File: config.mk
export PLATFORM = sky130hd
export DESIGN_NAME = uac1_control_request_responder
export DESIGN_NICKNAME = d
export VERILOG_FILES = /design/src/sv/uac1_pkg.sv /design/src/sv/uac1_control_request_responder.sv /design/src/sv/uac1_decode.sv
export VERILOG_INCLUDE_DIRS = /design/src /design/src/sv
export SDC_FILE = /design/constraint.sdc
export NUM_CORES = 1
export LEC_CHECK = 0
export ABC_AREA = 1
export ABC_CLOCK_PERIOD_IN_PS = 4200
export BUFFER_PORTS_ARGS = -buffer_cell sky130_fd_sc_hd__buf_2
export CAP_MARGIN = 10
export CORE_MARGIN = 4
export CORE_UTILIZATION = 40
export CTS_CLUSTER_DIAMETER = 60
export DETAILED_ROUTE_END_ITERATION = 16
export GPL_ROUTABILITY_DRIVEN = 0
export PLACE_DENSITY = 0.56
export SYNTH_ARGS = -nofsm -noshare
export SYNTH_HDL_FRONTEND = slang
export SYNTH_SLANG_ARGS = --single-unit
File: constraint.sdc
create_clock -name clock -period 4.2 [get_ports clock]
set_input_delay 0.63 -clock clock [delete_from_list [all_inputs] [get_ports clock]]
set_output_delay 0.63 -clock clock [all_outputs]
set_load 0.02 [all_outputs]
File: src/sv/uac1_control_request_responder_defines.svh
// ---------------------------------------------------------------------------
// UAC1 control request responder: assertion macros
// Shared assertion forms for the responder RTL.
// ---------------------------------------------------------------------------
`ifndef UAC1_CONTROL_REQUEST_RESPONDER_DEFINES_SVH
`define UAC1_CONTROL_REQUEST_RESPONDER_DEFINES_SVH

// same-cycle implication, disabled in reset
`define UAC1_ASSERT_NOW(label, clk, rst, ante, cons, msg) \
   label: assert property (@(posedge clk) disable iff (rst) (ante) |-> (cons)) \
      else $error(msg);

// next-cycle implication, disabled in reset
`define UAC1_ASSERT_NEXT(label, clk, rst, ante, cons, msg) \
   label: assert property (@(posedge clk) disable iff (rst) (ante) |=> (cons)) \
      else $error(msg);

`endif

File: src/sv/uac1_pkg.sv
// ---------------------------------------------------------------------------
// UAC1 responder package
// Item, status and register types plus protocol codes for the responder.
// ---------------------------------------------------------------------------
package uac1_pkg;

   localparam int CSR_INDEX_WIDTH = 2;
   localparam int CSR_DATA_WIDTH  = 24;

   localparam logic [2:0] FUNC_ENTITY_GET   = 3'd0;
   localparam logic [2:0] FUNC_ENTITY_SET   = 3'd1;
   localparam logic [2:0] FUNC_ENDPOINT_GET = 3'd2;
   localparam logic [2:0] FUNC_ENDPOINT_SET = 3'd3;
   localparam logic [2:0] FUNC_SET_ITF      = 3'd4;

   localparam logic [7:0] ENT_MIC_FU = 8'd2;
   localparam logic [7:0] ENT_SPK_FU = 8'd5;
   localparam logic [7:0] EP_SPK     = 8'h03;
   localparam logic [7:0] EP_MIC     = 8'h83;
   localparam logic [7:0] ITF_SPK    = 8'd3;
   localparam logic [7:0] ITF_MIC    = 8'd4;
   localparam logic [7:0] CS_MUTE    = 8'h01;
   localparam logic [7:0] CS_VOLUME  = 8'h02;
   localparam logic [7:0] CS_FREQ    = 8'h01;

   localparam logic [7:0] RQ_SET_CUR = 8'h01;
   localparam logic [7:0] RQ_GET_CUR = 8'h81;
   localparam logic [7:0] RQ_GET_MIN = 8'h82;
   localparam logic [7:0] RQ_GET_MAX = 8'h83;
   localparam logic [7:0] RQ_GET_RES = 8'h84;

   localparam logic [15:0] LEN_MUTE   = 16'd1;
   localparam logic [15:0] LEN_VOLUME = 16'd2;
   localparam logic [15:0] LEN_RATE   = 16'd3;

   localparam logic [1:0] COUNT_NONE = 2'd0;
   localparam logic [1:0] COUNT_ONE  = 2'd1;
   localparam logic [1:0] COUNT_TWO  = 2'd2;
   localparam logic [1:0] COUNT_RATE = 2'd3;

   localparam logic [CSR_INDEX_WIDTH-1:0] CSR_VOLUME_MIN     = 2'd0;
   localparam logic [CSR_INDEX_WIDTH-1:0] CSR_VOLUME_MAX     = 2'd1;
   localparam logic [CSR_INDEX_WIDTH-1:0] CSR_VOLUME_STEP    = 2'd2;
   localparam logic [CSR_INDEX_WIDTH-1:0] CSR_SUPPORTED_RATE = 2'd3;

   localparam logic signed [15:0] VOLUME_MIN_RESET = -16'sd15360;
   localparam logic signed [15:0] VOLUME_MAX_RESET = 16'sd0;
   localparam logic [14:0]        VOLUME_STEP_RESET = 15'd256;
   localparam logic [23:0]        RATE_RESET        = 24'd48000;

   typedef struct packed {
      logic [2:0]  func;
      logic [7:0]  request_code;
      logic [15:0] value_word;
      logic [15:0] index_word;
      logic [15:0] length_word;
      logic [23:0] payload;
   } req_item_type;

   typedef struct packed {
      logic signed [15:0] volume_min;
      logic signed [15:0] volume_max;
      logic [14:0]        volume_step;
      logic [23:0]        supported_rate;
   } cfg_type;

   typedef struct packed {
      logic               mic_mute;
      logic               spk_mute;
      logic signed [15:0] mic_gain;
      logic signed [15:0] spk_gain;
      logic [23:0]        mic_rate;
      logic [23:0]        spk_rate;
      logic               mic_active;
      logic               spk_active;
   } state_type;

   typedef struct packed {
      logic               accepted;
      logic [23:0]        reply_bytes;
      logic [1:0]         reply_count;
      logic               mic_is_streaming;
      logic               spk_is_streaming;
      logic               mic_is_muted;
      logic               spk_is_muted;
      logic signed [15:0] mic_volume_now;
      logic signed [15:0] spk_volume_now;
   } rsp_item_type;

endpackage

File: src/sv/uac1_control_request_responder.sv
// ---------------------------------------------------------------------------
// UAC1 control request responder
// Answers USB Audio Class 1 feature-unit, endpoint and interface requests
// and keeps mute, volume, rate and streaming status for mic and speaker.
// ---------------------------------------------------------------------------
//   channel  direction  handshake            content
//   req_     in         req_valid/req_ready  one control request
//   rsp_     out        rsp_valid/rsp_ready  accept/stall, reply, status
//   csr_     in         csr_valid/csr_ready  register index and data
//
// One request per cycle while the result is not stalled; each request goes
// into the input register, then is decoded into the result register, which
// drives rsp_valid and the rsp_ outputs.
// The status update and the result load happen on the same edge, so the
// next request sees the new status.
// A stalled result holds the input register; csr_ready is always high.
// Synchronous reset clears mute, gain, streaming; loads rate and CSR defaults.
// ---------------------------------------------------------------------------
`include "uac1_control_request_responder_defines.svh"

module uac1_control_request_responder (
   input  logic                                  clock,
   input  logic                                  reset,
   input  logic                                  req_valid,
   output logic                                  req_ready,
   input  logic [2:0]                            req_func,
   input  logic [7:0]                            req_request_code,
   input  logic [15:0]                           req_value_word,
   input  logic [15:0]                           req_index_word,
   input  logic [15:0]                           req_length_word,
   input  logic [23:0]                           req_payload,
   output logic                                  rsp_valid,
   input  logic                                  rsp_ready,
   output logic                                  rsp_accepted,
   output logic [23:0]                           rsp_reply_bytes,
   output logic [1:0]                            rsp_reply_count,
   output logic                                  rsp_mic_is_streaming,
   output logic                                  rsp_spk_is_streaming,
   output logic                                  rsp_mic_is_muted,
   output logic                                  rsp_spk_is_muted,
   output logic signed [15:0]                    rsp_mic_volume_now,
   output logic signed [15:0]                    rsp_spk_volume_now,
   input  logic                                  csr_valid,
   output logic                                  csr_ready,
   input  logic [uac1_pkg::CSR_INDEX_WIDTH-1:0]  csr_index,
   input  logic [uac1_pkg::CSR_DATA_WIDTH-1:0]   csr_data
);
   import uac1_pkg::*;

   req_item_type in_item_ff;
   logic         in_valid_ff;
   logic         in_valid_in;
   rsp_item_type out_item_ff;
   rsp_item_type out_item_in;
   logic         out_valid_ff;
   logic         out_valid_in;
   state_type    state_ff;
   state_type    state_in;
   cfg_type      cfg_ff;
   cfg_type      cfg_in;
   req_item_type req_item;
   logic         req_fire;
   logic         advance;

   assign req_item = '{func:         req_func,
                       request_code: req_request_code,
                       value_word:   req_value_word,
                       index_word:   req_index_word,
                       length_word:  req_length_word,
                       payload:      req_payload};

   assign advance      = in_valid_ff && (!out_valid_ff || rsp_ready);
   assign req_ready    = !in_valid_ff || advance;
   assign req_fire     = req_valid && req_ready;
   assign in_valid_in  = req_fire || (in_valid_ff && !advance);
   assign out_valid_in = advance || (out_valid_ff && !rsp_ready);
   assign csr_ready    = 1'b1;

   uac1_decode u_decode (
      .item (in_item_ff),
      .cfg  (cfg_ff),
      .cur  (state_ff),
      .nxt  (state_in),
      .rsp  (out_item_in)
   );

   always_comb begin
      cfg_in = cfg_ff;
      if (csr_valid) begin
         case (csr_index)
            CSR_VOLUME_MIN:     cfg_in.volume_min     = signed'(csr_data[15:0]);
            CSR_VOLUME_MAX:     cfg_in.volume_max     = signed'(csr_data[15:0]);
            CSR_VOLUME_STEP:    cfg_in.volume_step    = csr_data[14:0];
            CSR_SUPPORTED_RATE: cfg_in.supported_rate = csr_data[23:0];
            default:            cfg_in = cfg_ff;
         endcase
      end
   end

   always_ff @(posedge clock) begin
      if (reset) begin
         in_valid_ff  <= 1'b0;
         out_valid_ff <= 1'b0;
         state_ff     <= '{mic_mute: 1'b0, spk_mute: 1'b0,
                           mic_gain: 16'sd0, spk_gain: 16'sd0,
                           mic_rate: RATE_RESET, spk_rate: RATE_RESET,
                           mic_active: 1'b0, spk_active: 1'b0};
         cfg_ff       <= '{volume_min: VOLUME_MIN_RESET, volume_max: VOLUME_MAX_RESET,
                           volume_step: VOLUME_STEP_RESET, supported_rate: RATE_RESET};
      end else begin
         in_valid_ff  <= in_valid_in;
         out_valid_ff <= out_valid_in;
         cfg_ff       <= cfg_in;
         if (advance) begin
            state_ff <= state_in;
         end
      end
   end

   always_ff @(posedge clock) begin
      if (req_fire) begin
         in_item_ff <= req_item;
      end
      if (advance) begin
         out_item_ff <= out_item_in;
      end
   end

   assign rsp_valid            = out_valid_ff;
   assign rsp_accepted         = out_item_ff.accepted;
   assign rsp_reply_bytes      = out_item_ff.reply_bytes;
   assign rsp_reply_count      = out_item_ff.reply_count;
   assign rsp_mic_is_streaming = out_item_ff.mic_is_streaming;
   assign rsp_spk_is_streaming = out_item_ff.spk_is_streaming;
   assign rsp_mic_is_muted     = out_item_ff.mic_is_muted;
   assign rsp_spk_is_muted     = out_item_ff.spk_is_muted;
   assign rsp_mic_volume_now   = out_item_ff.mic_volume_now;
   assign rsp_spk_volume_now   = out_item_ff.spk_volume_now;

   `UAC1_ASSERT_NOW(a_stall_no_reply, clock, reset, out_valid_ff && !out_item_ff.accepted, out_item_ff.reply_count == COUNT_NONE && out_item_ff.reply_bytes == 24'd0, "stall result carries reply data")
   `UAC1_ASSERT_NEXT(a_item_held, clock, reset, in_valid_ff && out_valid_ff && !rsp_ready, in_valid_ff, "pending item dropped while result stalled")
   `UAC1_ASSERT_NEXT(a_state_quiet, clock, reset, !advance && !reset, $stable(state_ff), "status changed without an item")
   `UAC1_ASSERT_NOW(a_status_match, clock, reset, out_valid_ff, out_item_ff.mic_volume_now == state_ff.mic_gain && out_item_ff.spk_is_muted == state_ff.spk_mute, "result status differs from held status")
endmodule

File: src/sv/uac1_decode.sv
// ---------------------------------------------------------------------------
// UAC1 request decode
// Decodes one control request against the current status and registers,
// giving the reply and the status that follows it.
// ---------------------------------------------------------------------------
module uac1_decode (
   input  uac1_pkg::req_item_type item,
   input  uac1_pkg::cfg_type      cfg,
   input  uac1_pkg::state_type    cur,
   output uac1_pkg::state_type    nxt,
   output uac1_pkg::rsp_item_type rsp
);
   import uac1_pkg::*;

   logic [7:0]         ctl;
   logic [7:0]         lo_val;
   logic [7:0]         ent;
   logic [7:0]         lo_idx;
   logic               chan_ok;
   logic               ok;
   logic [23:0]        reply;
   logic [1:0]         count;
   logic signed [15:0] vol;
   logic signed [15:0] set_vol;
   logic signed [15:0] clamped;
   logic               mute_val;

   assign ctl      = item.value_word[15:8];
   assign lo_val   = item.value_word[7:0];
   assign ent      = item.index_word[15:8];
   assign lo_idx   = item.index_word[7:0];
   assign chan_ok  = (lo_val <= 8'd1);
   assign set_vol  = signed'(item.payload[15:0]);
   assign mute_val = (item.payload[7:0] != 8'd0);

   always_comb begin
      if (set_vol < cfg.volume_min) begin
         clamped = cfg.volume_min;
      end else if (set_vol > cfg.volume_max) begin
         clamped = cfg.volume_max;
      end else begin
         clamped = set_vol;
      end
   end

   always_comb begin
      nxt   = cur;
      ok    = 1'b0;
      reply = 24'd0;
      count = COUNT_NONE;
      vol   = 16'sd0;
      case (item.func)
         FUNC_ENTITY_GET: begin
            if (chan_ok && ctl == CS_MUTE) begin
               if (ent == ENT_MIC_FU) begin
                  ok    = 1'b1;
                  reply = {23'd0, cur.mic_mute};
                  count = COUNT_ONE;
               end else if (ent == ENT_SPK_FU) begin
                  ok    = 1'b1;
                  reply = {23'd0, cur.spk_mute};
                  count = COUNT_ONE;
               end
            end else if (chan_ok && ctl == CS_VOLUME) begin
               if (item.request_code == RQ_GET_CUR) begin
                  if (ent == ENT_MIC_FU) begin
                     ok  = 1'b1;
                     vol = cur.mic_gain;
                  end else if (ent == ENT_SPK_FU) begin
                     ok  = 1'b1;
                     vol = cur.spk_gain;
                  end
               end else if (item.request_code == RQ_GET_MIN) begin
                  ok  = 1'b1;
                  vol = cfg.volume_min;
               end else if (item.request_code == RQ_GET_MAX) begin
                  ok  = 1'b1;
                  vol = cfg.volume_max;
               end else if (item.request_code == RQ_GET_RES) begin
                  ok  = 1'b1;
                  vol = signed'({1'b0, cfg.volume_step});
               end
               if (ok) begin
                  reply = {8'd0, vol};
                  count = COUNT_TWO;
               end
            end
         end
         FUNC_ENTITY_SET: begin
            if (chan_ok && item.request_code == RQ_SET_CUR) begin
               if (ctl == CS_MUTE && item.length_word == LEN_MUTE) begin
                  if (ent == ENT_MIC_FU) begin
                     ok           = 1'b1;
                     nxt.mic_mute = mute_val;
                  end else if (ent == ENT_SPK_FU) begin
                     ok           = 1'b1;
                     nxt.spk_mute = mute_val;
                  end
               end else if (ctl == CS_VOLUME && item.length_word == LEN_VOLUME) begin
                  if (ent == ENT_MIC_FU) begin
                     ok           = 1'b1;
                     nxt.mic_gain = clamped;
                  end else if (ent == ENT_SPK_FU) begin
                     ok           = 1'b1;
                     nxt.spk_gain = clamped;
                  end
               end
            end
         end
         FUNC_ENDPOINT_GET: begin
            if (ctl == CS_FREQ) begin
               if (lo_idx == EP_SPK) begin
                  ok    = 1'b1;
                  reply = cur.spk_rate;
                  count = COUNT_RATE;
               end else if (lo_idx == EP_MIC) begin
                  ok    = 1'b1;
                  reply = cur.mic_rate;
                  count = COUNT_RATE;
               end
            end
         end
         FUNC_ENDPOINT_SET: begin
            if (ctl == CS_FREQ && item.request_code == RQ_SET_CUR &&
                item.length_word == LEN_RATE && item.payload == cfg.supported_rate) begin
               if (lo_idx == EP_SPK) begin
                  ok           = 1'b1;
                  nxt.spk_rate = item.payload;
               end else if (lo_idx == EP_MIC) begin
                  ok           = 1'b1;
                  nxt.mic_rate = item.payload;
               end
            end
         end
         FUNC_SET_ITF: begin
            if (lo_idx == ITF_SPK) begin
               ok             = 1'b1;
               nxt.spk_active = (lo_val != 8'd0);
            end else if (lo_idx == ITF_MIC) begin
               ok             = 1'b1;
               nxt.mic_active = (lo_val != 8'd0);
            end
         end
         default: begin
            ok = 1'b0;
         end
      endcase
   end

   always_comb begin
      rsp.accepted         = ok;
      rsp.reply_bytes      = reply;
      rsp.reply_count      = count;
      rsp.mic_is_streaming = nxt.mic_active;
      rsp.spk_is_streaming = nxt.spk_active;
      rsp.mic_is_muted     = nxt.mic_mute;
      rsp.spk_is_muted     = nxt.spk_mute;
      rsp.mic_volume_now   = nxt.mic_gain;
      rsp.spk_volume_now   = nxt.spk_gain;
   end

endmodule

==> results.yml <==
status:
  status: "finished, final reports clean"
setup_path:
  crit_fanout: 16
  startpoint_type: "flip-flop"
  cp.arrival_ns: 3.41
  worst-setup-path-type: "flip-flop to flip-flop"
  required_ns: 4.51
  endpoint_kind: "flip-flop"
yosys:
  synthesis.nets: 1688
  synth_xor_area_frac: 0.0151
  async_reset_ff_frac: 0
  seq_area_frac_synth: 0.541
  synth_top_area_frac: 0.315
  yosys-top-cells-count: "nand2_1 (257), inv_1 (189), dfxtp_1 (157)"
  synth_compound_area_frac: 0.130
  synthFlopType: "dfxtp_1"
  syn_area_mm2: 0.0139
  yosys.area_share.simple: 0.200
  synthAdderAreaFrac: 0.0279
  synth-edff-count: 146
  ys_ff_latch: 303
  yosysTopAreaCell: "edfxtp_1"
  ys.warnings.count: 0
  yosys-top-cells-area: "edfxtp_1 (32%), dfxtp_1 (23%), nand2_1 (6.9%)"
  synthMuxAreaShare: 0.00575
  post_synth_num_cell_types: 48
  syn_avg_cell_area_um2: 9.02
  syn_inst: 1543
  yosysMostFrequentCell: "nand2_1"
  synth_top_family_by_area: "simple AND/OR/NAND/NOR gates"
power:
  p_leak_uw: 0.00693
  swShare: 0.255
  power_switching_uw: 1840
  p_comb_frac: 0.096
  internal_power_uw: 5360
  power.total_uw: 7200
  peakVddDrop_mv: 0.311
  clockPowerShare: 0.441
  power_density_mw_per_mm2: 441
  p_seq_frac: 0.463
detailed_routing:
  vias: 11300
  drt-vias-per-instance: 5.16
  wl_mm: 40.2
  firstDrtPassIters: 6
  drc: 0
  drt_iter0_markers: 829
  ant_nets: 0
  wire_per_inst_um: 18.4
clock_network:
  post-cts-setup-buffers: 0
  cts_sinks: 303
  postCtsResizedCells: 0
  htree_levels: 2
  cts-hold-fix-buffers: 0
  cts-root-buf: "clkbuf_16"
  cts_made_buffers: 36
  clock_latency_ns: 0.53
  cts_tree: "built"
  clk_pin_slew_ns: 0.06
  max-clock-path-buffers: 3
grt:
  grt.overflow.total: 0
  antenna_found_initial: 4
  grt_max_degree: 79
  grt_pass1_vias: 11000
  grt_first_pass_wirelength_mm: 61.9
  grt_usage: 0.205
layout:
  fin_nets: 1842
  drive_above_1_share: 0.183
  syn_to_final_growth_pct: 17.3
  fill_cells: 3403
  fin_area_mm2: 0.0163
  fin_util: 0.474
timing:
  worst_slew_pin_slew_ns: 1.09
  tns_ns: 0
  slew_viol_final: 0
  finalClockSkew_ns: 0.0179
  finalCriticalPeriod_ns: 3.10
  period_share: 0.739
  rsz0062_at_grt: "false"
  hold_viol: 0
  max_freq_mhz: 322
  setup_viol: 0
  relSlewSlack: 0.274
placed_design:
  place_area_mm2: 0.0151
  numPortBuffers: 178
  dp_hpwl_mm: 28.8
die:
  die_area_mm2: 0.0378
  rows: 68
  die_w_um: 195
  fp.coreArea_mm2: 0.0345
  fp.dieH_um: 195
  top_level_ports: 180
  start_util: 0.404
run:
  cap_violations: 0
min_path:
  min-delay-path-class: "input port to flip-flop"
==> placed cells by master (no fill, tap or decap), types with 3 or more instances in the layout <==
| cell | synthesis | layout |
|---|---|---|
| xor2_1 | 12 | 12 |
| nor3_1 | 14 | 13 |
| xnor2_1 | 12 | 12 |
| clkbuf_1 | 50 | 6 |
| ha_1 | 31 | 31 |
| nand3_2 | 27 | 27 |
| clkbuf_16 | 0 | 37 |
| o2111ai_1 | 7 | 7 |
| nand4_2 | 3 | 3 |
| nand3_1 | 117 | 117 |
| clkinv_2 | 2 | 8 |
| o221ai_1 | 32 | 32 |
| a21oi_1 | 118 | 118 |
| nor2_2 | 5 | 5 |
| nor3_2 | 4 | 5 |
| buf_2 | 10 | 178 |
| nand4_1 | 22 | 22 |
| a31oi_1 | 17 | 17 |
| a211oi_1 | 8 | 8 |
| o21ai_2 | 4 | 4 |
| nand3b_1 | 3 | 3 |
| inv_6 | 0 | 5 |
| o21ai_0 | 113 | 113 |
| o211ai_1 | 5 | 5 |
| and2_1 | 4 | 4 |
| nand2_1 | 257 | 257 |
| dfxtp_1 | 157 | 157 |
| inv_2 | 6 | 7 |
| nor2_1 | 108 | 108 |
| inv_1 | 189 | 186 |
| edfxtp_1 | 146 | 146 |
| bufinv_16 | 0 | 4 |
| clkinv_1 | 1 | 5 |
| nand2_2 | 7 | 7 |
| mux2i_1 | 8 | 8 |
| buf_4 | 7 | 11 |
| nor4_1 | 6 | 6 |
| o21ai_1 | 12 | 12 |
==> flip-flops by register name, summed over array words and instances, names as in the netlist <==
register / count
rsp_spk_is_muted: 1
rsp_mic_is_muted: 1
rsp_reply_bytes: 24
rsp_reply_count: 2
rsp_valid: 1
cfg_ff: 71
rsp_accepted: 1
state_ff: 84
in_valid_ff: 1
rsp_spk_volume_now: 16
rsp_mic_is_streaming: 1
rsp_spk_is_streaming: 1
in_item_ff: 83
rsp_mic_volume_now: 16
==> power groups by stage <==
stage	Sequential, µW	Combinational (µW)	Clock (µW)
global route	3340	773	3370
floorplan	3410	428	0
detailed placement	3400	692	0
finish	3330	693	3180
global placement	3390	684	0
CTS	3330	695	3250
==> final timing paths <==
path,slack (ns),start,endpoint,cells past startpoint
hold / removal,0.28,req_index_word[6],in_item_ff[46]$_DFFE_PP_,1
setup / recovery,1.10,in_item_ff[76]$_DFFE_PP_,rsp_reply_bytes[15]$_DFFE_PP_,9
hold reg to reg,0.45,state_ff[40]$_SDFFE_PP0P_,state_ff[40]$_SDFFE_PP0P_,2
setup reg to reg,1.10,in_item_ff[76]$_DFFE_PP_,rsp_reply_bytes[15]$_DFFE_PP_,9
==> routing by layer <==
metal | wire length, µm | GRT usage | up-vias
met2 | 19400 | 0.350 | 311
met1 | 17600 | 0.267 | 5295
met5 | 37 | 0 | -
met3 | 2180 | 0.0387 | 68
li1 | - | - | 5584
met4 | 1000 | 0.0581 | 6
==> logic make-up after synthesis <==
logic type                 after synthesis
DFF                                    303
adders and majority gates               31
xor gates and xnor gates                24
buffers and inverters                  272
and+or+nand+nor                        586
muxes                                    8
AOI/OAI and AO/OA                      318
other                                    1
==> worst max-delay path: stages, from the launching register on <==
cell and delay [ns]:
edfxtp_1 0.35, inv_1 0.07, nand3_1 0.10, nor2_1 0.22
nand4_2 0.46, nand3b_1 0.28, nand3_2 0.13, nor3_4 0.59
o311ai_0 0.42, o21ai_0 0.25
==> final cells by class <==
type / count / area, µm² / share of cell area
multi-input cells: 968 / 5290 / 0.324
well taps: 455 / 569 / 0.0349
clock buffers: 44 / 962 / 0.0589
flip-flops and latches: 303 / 7530 / 0.461
inverters: 198 / 749 / 0.0459
clock inverters: 22 / 239 / 0.0146
repair buffers: 190 / 993 / 0.0608
diodes: 1 / 2.50 / 0.000153
==> through the flow <==
stage	cells	worst slack, ns	hold WS (ns)
floorplan	1543	0.658	0.428
global placement	2114	1.17	0.438
detailed placement	2114	1.12	0.443
CTS	2180	1.11	0.255
global route	2180	0.905	0.262
finish	2181	1.10	0.279
Power figures use the tool's default switching activity.
